==> config.mk <==
export PLATFORM = sky130hd
export DESIGN_NAME = three_level_circular_queues
export DESIGN_NICKNAME = d
export VERILOG_FILES = /design/src/hw/rtl/tlcq_pkg.sv /design/src/hw/rtl/tlcq_ram.sv /design/src/hw/rtl/tlcq_ctrl.sv /design/src/hw/rtl/tlcq_datapath.sv /design/src/hw/rtl/three_level_circular_queues.sv
export SDC_FILE = /design/constraint.sdc
export NUM_CORES = 1
export LEC_CHECK = 0
export BUFFER_PORTS_ARGS = -buffer_cell sky130_fd_sc_hd__buf_2
export CORE_ASPECT_RATIO = 0.9
export CORE_UTILIZATION = 50
export CTS_BUF_LIST = sky130_fd_sc_hd__clkbuf_8
export DETAILED_ROUTE_END_ITERATION = 12
export PLACE_DENSITY = 0.75
export SKIP_LAST_GASP = 1
export SLEW_MARGIN = 20
export SYNTH_ARGS = -nofsm -noshare
export SYNTH_HDL_FRONTEND = slang
export SYNTH_SLANG_ARGS = --single-unit
==> constraint.sdc <==
create_clock -name clk -period 6.3 [get_ports clk]
set_input_delay 1.26 -clock clk [delete_from_list [all_inputs] [get_ports clk]]
set_output_delay 1.26 -clock clk [all_outputs]
set_load 0.03 [all_outputs]
==> src/hw/rtl/tlcq_pkg.sv <==
// shared types and constants for the three-level circular queue block
package tlcq_pkg;

  localparam int DEFAULT_QUEUE_DEPTH = 4;
  localparam int DEFAULT_NUM_QUEUES  = 3;
  localparam int DATA_W              = 32;

  typedef enum logic [1:0] {
    ST_DONE  = 2'd0,
    ST_FULL  = 2'd1,
    ST_EMPTY = 2'd2
  } status_t;

  typedef struct packed {
    logic capture;
    logic execute;
    logic load_out;
  } tlcq_cmd_t;

endpackage

==> src/hw/rtl/tlcq_ram.sv <==
// generic single-write, single-read ram with registered read data
module tlcq_ram #(
  parameter int WIDTH = 32,
  parameter int DEPTH = 12,
  localparam int ADDR_W = (DEPTH > 1) ? $clog2(DEPTH) : 1
) (
  input  logic              clk,
  input  logic              wr_en,
  input  logic [ADDR_W-1:0] wr_addr,
  input  logic [WIDTH-1:0]  wr_data,
  input  logic              rd_en,
  input  logic [ADDR_W-1:0] rd_addr,
  output logic [WIDTH-1:0]  rd_data
);

  logic [WIDTH-1:0] mem [DEPTH];

  always_ff @(posedge clk) begin
    if (wr_en) begin
      mem[wr_addr] <= wr_data;
    end
    if (rd_en) begin
      rd_data <= mem[rd_addr];
    end
  end

endmodule

==> src/hw/rtl/tlcq_ctrl.sv <==
// controller state machine sequencing one queue operation at a time
module tlcq_ctrl
  import tlcq_pkg::*;
(
  input  logic      clk,
  input  logic      rst,
  input  logic      in_valid,
  output logic      in_ready,
  output logic      out_valid,
  input  logic      out_ready,
  output tlcq_cmd_t cmd
);

  typedef enum logic [1:0] {
    S_IDLE,
    S_PICK,
    S_LOAD
  } state_t;

  state_t state;

  assign in_ready     = (state == S_IDLE);
  assign cmd.capture  = in_valid && in_ready;
  assign cmd.execute  = (state == S_PICK);
  // result register may only be refilled once the old result has left
  assign cmd.load_out = (state == S_LOAD) && (!out_valid || out_ready);

  always_ff @(posedge clk) begin
    if (rst) begin
      state     <= S_IDLE;
      out_valid <= 1'b0;
    end else begin
      case (state)
        S_IDLE: begin
          if (cmd.capture) begin
            state <= S_PICK;
          end
        end
        S_PICK: begin
          state <= S_LOAD;
        end
        S_LOAD: begin
          if (cmd.load_out) begin
            state <= S_IDLE;
          end
        end
        default: begin
          state <= S_IDLE;
        end
      endcase
      if (cmd.load_out) begin
        out_valid <= 1'b1;
      end else if (out_ready) begin
        out_valid <= 1'b0;
      end
    end
  end

  a_no_overwrite: assert property (@(posedge clk) disable iff (rst)
    cmd.load_out |-> (!out_valid || out_ready))
    else $error("result register loaded while a result is still waiting");

  a_accept_then_exec: assert property (@(posedge clk) disable iff (rst)
    (in_valid && in_ready) |=> cmd.execute)
    else $error("accepted item not executed in the next cycle");

  a_cmd_exclusive: assert property (@(posedge clk) disable iff (rst)
    $onehot0({cmd.capture, cmd.execute, cmd.load_out}))
    else $error("more than one datapath command at once");

endmodule

==> src/hw/rtl/tlcq_datapath.sv <==
// queue pointers, fill counts, slot storage and result registers
module tlcq_datapath
  import tlcq_pkg::*;
#(
  parameter int QUEUE_DEPTH = DEFAULT_QUEUE_DEPTH,
  parameter int NUM_QUEUES  = DEFAULT_NUM_QUEUES
) (
  input  logic                     clk,
  input  logic                     rst,
  input  tlcq_cmd_t                cmd,
  input  logic                     mode,
  input  logic signed [DATA_W-1:0] data_value,
  output logic [1:0]               status,
  output logic signed [DATA_W-1:0] popped_value,
  output logic [1:0]               queue_used
);

  localparam int SLOTS  = NUM_QUEUES * QUEUE_DEPTH;
  localparam int PTR_W  = (QUEUE_DEPTH > 1) ? $clog2(QUEUE_DEPTH) : 1;
  localparam int CNT_W  = $clog2(QUEUE_DEPTH + 1);
  localparam int QIDX_W = (NUM_QUEUES > 1) ? $clog2(NUM_QUEUES) : 1;
  localparam int ADDR_W = (SLOTS > 1) ? $clog2(SLOTS) : 1;

  logic              item_mode;
  logic [DATA_W-1:0] item_value;

  logic [PTR_W-1:0] head [NUM_QUEUES];
  logic [PTR_W-1:0] tail [NUM_QUEUES];
  logic [CNT_W-1:0] fill [NUM_QUEUES];

  logic              found;
  logic [QIDX_W-1:0] sel;
  logic [PTR_W-1:0]  slot_ptr;
  logic [ADDR_W-1:0] slot_addr;
  logic              wr_en;
  logic              rd_en;
  logic [DATA_W-1:0] rd_data;

  status_t           res_status;
  logic [QIDX_W-1:0] res_queue;
  logic              res_pop;

  function automatic logic [PTR_W-1:0] wrap_inc(input logic [PTR_W-1:0] p);
    logic [PTR_W-1:0] r;
    r = (p == PTR_W'(QUEUE_DEPTH - 1)) ? '0 : p + PTR_W'(1);
    return r;
  endfunction

  always_ff @(posedge clk) begin
    if (cmd.capture) begin
      item_mode  <= mode;
      item_value <= data_value;
    end
  end

  // lowest-numbered queue with room (insert) or with data (delete) wins
  always_comb begin
    found = 1'b0;
    sel   = '0;
    for (int q = NUM_QUEUES - 1; q >= 0; q--) begin
      if (item_mode ? (fill[q] != '0) : (fill[q] != CNT_W'(QUEUE_DEPTH))) begin
        found = 1'b1;
        sel   = QIDX_W'(q);
      end
    end
  end

  assign slot_ptr  = item_mode ? head[sel] : tail[sel];
  assign slot_addr = ADDR_W'(sel) * ADDR_W'(QUEUE_DEPTH) + ADDR_W'(slot_ptr);
  assign wr_en     = cmd.execute && found && !item_mode;
  assign rd_en     = cmd.execute && found && item_mode;

  always_ff @(posedge clk) begin
    if (rst) begin
      for (int q = 0; q < NUM_QUEUES; q++) begin
        head[q] <= '0;
        tail[q] <= '0;
        fill[q] <= '0;
      end
    end else if (cmd.execute && found) begin
      if (item_mode) begin
        head[sel] <= wrap_inc(head[sel]);
        fill[sel] <= fill[sel] - CNT_W'(1);
      end else begin
        tail[sel] <= wrap_inc(tail[sel]);
        fill[sel] <= fill[sel] + CNT_W'(1);
      end
    end
  end

  always_ff @(posedge clk) begin
    if (cmd.execute) begin
      res_pop   <= item_mode;
      res_queue <= found ? sel : '0;
      if (found) begin
        res_status <= ST_DONE;
      end else if (item_mode) begin
        res_status <= ST_EMPTY;
      end else begin
        res_status <= ST_FULL;
      end
    end
  end

  tlcq_ram #(
    .WIDTH(DATA_W),
    .DEPTH(SLOTS)
  ) u_slots (
    .clk    (clk),
    .wr_en  (wr_en),
    .wr_addr(slot_addr),
    .wr_data(item_value),
    .rd_en  (rd_en),
    .rd_addr(slot_addr),
    .rd_data(rd_data)
  );

  // read data arrives the cycle after execute, in time for the load
  always_ff @(posedge clk) begin
    if (cmd.load_out) begin
      status       <= res_status;
      queue_used   <= 2'(res_queue);
      popped_value <= (res_pop && res_status == ST_DONE) ? rd_data : '0;
    end
  end

  for (genvar g = 0; g < NUM_QUEUES; g++) begin : g_chk
    a_fill_bound: assert property (@(posedge clk) disable iff (rst)
      fill[g] <= CNT_W'(QUEUE_DEPTH))
      else $error("queue fill count above depth");
  end

endmodule

==> src/hw/rtl/three_level_circular_queues.sv <==
// Fixed-priority set of NUM_QUEUES circular FIFOs of signed 32-bit words, each
// QUEUE_DEPTH deep. An insert (mode 0) goes to the lowest-numbered queue with
// room, a delete (mode 1) pops the oldest word of the lowest-numbered non-empty
// queue; each transfer in yields one result with status, popped value and queue
// index. Each item passes the pick state (pick, pointer update and registered
// slot ram read) and then the load state (result load into the output
// register); the next item is taken the cycle after the result is loaded, so
// a new item is not accepted until the last result has been loaded; a result
// still waiting holds off the load and so the input. Slot storage is not
// cleared at reset; only pointers and fill counts are.
module three_level_circular_queues
  import tlcq_pkg::*;
#(
  parameter int QUEUE_DEPTH = DEFAULT_QUEUE_DEPTH,
  parameter int NUM_QUEUES  = DEFAULT_NUM_QUEUES
) (
  input  logic                     clk,
  input  logic                     rst,
  input  logic                     in_valid,
  output logic                     in_ready,
  input  logic                     mode,
  input  logic signed [DATA_W-1:0] data_value,
  output logic                     out_valid,
  input  logic                     out_ready,
  output logic [1:0]               status,
  output logic signed [DATA_W-1:0] popped_value,
  output logic [1:0]               queue_used
);

  tlcq_cmd_t cmd;

  tlcq_ctrl u_ctrl (
    .clk      (clk),
    .rst      (rst),
    .in_valid (in_valid),
    .in_ready (in_ready),
    .out_valid(out_valid),
    .out_ready(out_ready),
    .cmd      (cmd)
  );

  tlcq_datapath #(
    .QUEUE_DEPTH(QUEUE_DEPTH),
    .NUM_QUEUES (NUM_QUEUES)
  ) u_datapath (
    .clk         (clk),
    .rst         (rst),
    .cmd         (cmd),
    .mode        (mode),
    .data_value  (data_value),
    .status      (status),
    .popped_value(popped_value),
    .queue_used  (queue_used)
  );

endmodule
==> impl_metrics.env <==
export IMPL_cts_htree_levels=3
export IMPL_power_leakage_nw=7.41
export IMPL_insertion_delay_ps=640
export IMPL_yosys_warnings=0
export IMPL_path_buf_inv=1
export IMPL_post_cts_buffers=0
export IMPL_ctsLongestPathBuffers=3
export IMPL_antenna_found_initial=0
export IMPL_synthMuxAreaShare=0.0518
export IMPL_tns_ps=0
export IMPL_critPathMaxStageDelay_ps=940
export IMPL_cts_resized=0
export IMPL_hpwlAfterDp_mm=22.0
export IMPL_yosys_most_used_dff="edfxtp_1"
export IMPL_drtIter0Drc=1318
export IMPL_synthesis_nets=1090
export IMPL_ys_async_sr_fraction=0
export IMPL_routedWlPerCell_um=23.2
export IMPL_layout_min_cycle_time_ps=4640
export IMPL_synth_distinct_cells=54
export IMPL_finalClockSkew_ps=42.1
export IMPL_tightest_slew_ps=916
export IMPL_rows=68
export IMPL_synth_top_area_share=0.787
export IMPL_grt_use_total=0.208
export IMPL_port_buffers=74
export IMPL_hold_ws_ps=430
export IMPL_cts_tree="done"
export IMPL_gp_congestion=0.851
export IMPL_hold_violations=0
export IMPL_worstPathRequired_ps=6750
export IMPL_hold_class="flip-flop to flip-flop"
export IMPL_gr_total_overflow=0
export IMPL_yosysTopAreaCell="edfxtp_1"
export IMPL_areaGrowthSynthToFinish_pct=13.4
export IMPL_grt_pass1_vias=10400
export IMPL_crit_arrival_ps=5090
export IMPL_slew_headroom=0.389
export IMPL_place_area_mm2=0.0205
export IMPL_vias=10400
export IMPL_synthTopCellsByArea="edfxtp_1 79%, mux2_2 2.1%, a221o_1 1.8%"
export IMPL_ios=75
export IMPL_final_area_mm2=0.0221
export IMPL_die_y_um=189
export IMPL_cellPowerDensity_mw_per_mm2=322
export IMPL_crit_family="simple AND/OR/NAND/NOR gates"
export IMPL_postSynthCellCount=1052
export IMPL_drt_vias_per_instance=5.90
export IMPL_postRouteWirelength_mm=40.9
export IMPL_nets=1213
export IMPL_synth_seq_area_share=0.790
export IMPL_grt_max_degree=59
export IMPL_endpoint_kind="flip-flop"
export IMPL_start_kind="flip-flop"
export IMPL_rsz0062_at_grt="no"
export IMPL_synth_area_mm2=0.0195
export IMPL_cp_slowest_cell="edfxtp_1"
export IMPL_numCtsBuffers=80
export IMPL_layout_common_cells="511 x edfxtp_1, 80 x clkbuf_8, 74 x buf_2"
export IMPL_firstDrtPassIters=7
export IMPL_crit_chain="xnor2_1, nor4_1, o21bai_1, a32oi_4, buf_4, nand2_2, nor2_1, a21oi_1, o211ai_2"
export IMPL_drive_gt1_frac=0.227
export IMPL_die_area_mm2=0.0398
export IMPL_cts_sink_count=514
export IMPL_run_status="complete, no violations"
export IMPL_coreArea_mm2=0.0384
export IMPL_synth_adder_area_share=0.00103
export IMPL_grt_pass1_wl_mm=61.6
export IMPL_power_total_w=0.00712
export IMPL_setup_viol=0
export IMPL_synth_compound_area_frac=0.0898
export IMPL_initial_utilization=0.508
export IMPL_die_w_um=210
export IMPL_period_share=0.736
export IMPL_crit_type="flip-flop to flip-flop"
export IMPL_synth_xor_area_frac=0.00456
export IMPL_ant_nets=0
export IMPL_cts_hold_buf=0
export IMPL_nFillCells=2814
export IMPL_diodes=0
export IMPL_clkTransAtPathRegs_ps=60
export IMPL_ys_ff_latch=514
export IMPL_ir_worst_vdd_mv=0.179
export IMPL_critPathMaxFanout=58
export IMPL_fmax_mhz=216
export IMPL_synthSimpleGateAreaFrac=0.0434
export IMPL_syn_area_per_cell_um2=18.5
export IMPL_synth_edff_count=511
export IMPL_max_cap_violations=0
export IMPL_dp_worst_setup_slack_ps=1790
export IMPL_fin_ws_ps=1660
export IMPL_maxSlewViolCount=0
export IMPL_final_common_cell="edfxtp_1"
export IMPL_drcViolationCount=0
export IMPL_synth_top_family_by_area="compound AO/OA/AOI/OAI gates"
export IMPL_root_buffer="clkbuf_8"
[Yosys cell counts (all sizes together) (3+ instances only)]
cell type and count:
nor2 54, nand2 31, nand2b 12, and3 4, clkbuf 21, a221o 36
mux2 60, or3 5, a222oi 12, and2 36, xor2 5, a21oi 25
o22a 13, edfxtp 511, nor2b 4, o21ai 4, xnor2 3, buf 39
o211ai 33, mux2i 32, nor3 15, inv 4, o32a 4, a221oi 40
a22oi 24, dfxtp 3
[metal layers]
metal	vias to the layer above	track usage	share of wire
met1	5229	0.295	0.42
met3	84	0.0459	0.085
met2	539	0.315	0.47
li1	4546	-	-
met4	0	0.0845	0.029
met5	-	0	0
[kinds of logic (layout without fill, tap and decap cells)]
kind of cell    count (synthesis)  after routing
flops                         514            514
fa+ha+maj                       1              1
xor+xnor                        8              8
mux                            92             92
compound gates                205            205
buf+inv                        65            249
simple gates                  167            167
[final timing paths]
| check | startpoint | to | slack [ps] | depth (start not counted) |
|---|---|---|---|---|
| worst min register to register | u_datapath.res_queue[0] | u_datapath.queue_used[0] | 430 | 0 |
| worst max register to register | u_datapath.item_mode | u_datapath.u_slots.rd_data[28] | 1660 | 9 |
| worst min-delay path | u_datapath.res_queue[0] | u_datapath.queue_used[0] | 430 | 0 |
| worst max-delay path | u_datapath.item_mode | u_datapath.u_slots.rd_data[28] | 1660 | 9 |
[cell type report]
class / count / area [µm²] / share of cell area
clock inverter: 63 / 394 / 0.0178
tap: 525 / 657 / 0.0297
sequential: 514 / 15400 / 0.697
inverter: 5 / 18.8 / 0.000849
clock buffer: 80 / 1100 / 0.0498
timing repair buffer: 101 / 666 / 0.0301
multi-input combinational: 473 / 3870 / 0.175
[power breakdown]
part	internal [W]	leakage, nW	switching, W
registers	0.00385	4.68	0.0000581
clock network	0.00133	0.849	0.00128
logic	0.000225	1.88	0.000379
total	0.00540	7.41	0.00172
[state kept, by name, summed over array words and instances (netlist names)]
signal,flops
u_ctrl.state,2
u_datapath.queue_used,2
u_ctrl.out_valid,1
u_datapath.item_mode,1
u_datapath.tail,6
u_datapath.popped_value,32
u_datapath.res_queue,2
u_datapath.res_pop,1
u_datapath.status,2
u_datapath.head,6
u_datapath.res_status,2
u_datapath.item_value,32
u_datapath.u_slots.rd_data,32
u_datapath.fill,9
u_datapath.u_slots.mem,384
[through the flow]
stage                util  std cells
detailed placement  0.535       1615
finish              0.576       1761
CTS                 0.574       1758
global placement    0.534       1613
global route        0.576       1761
floorplan               -       1052
No activity file was read; power rests on OpenSTA's default activity.
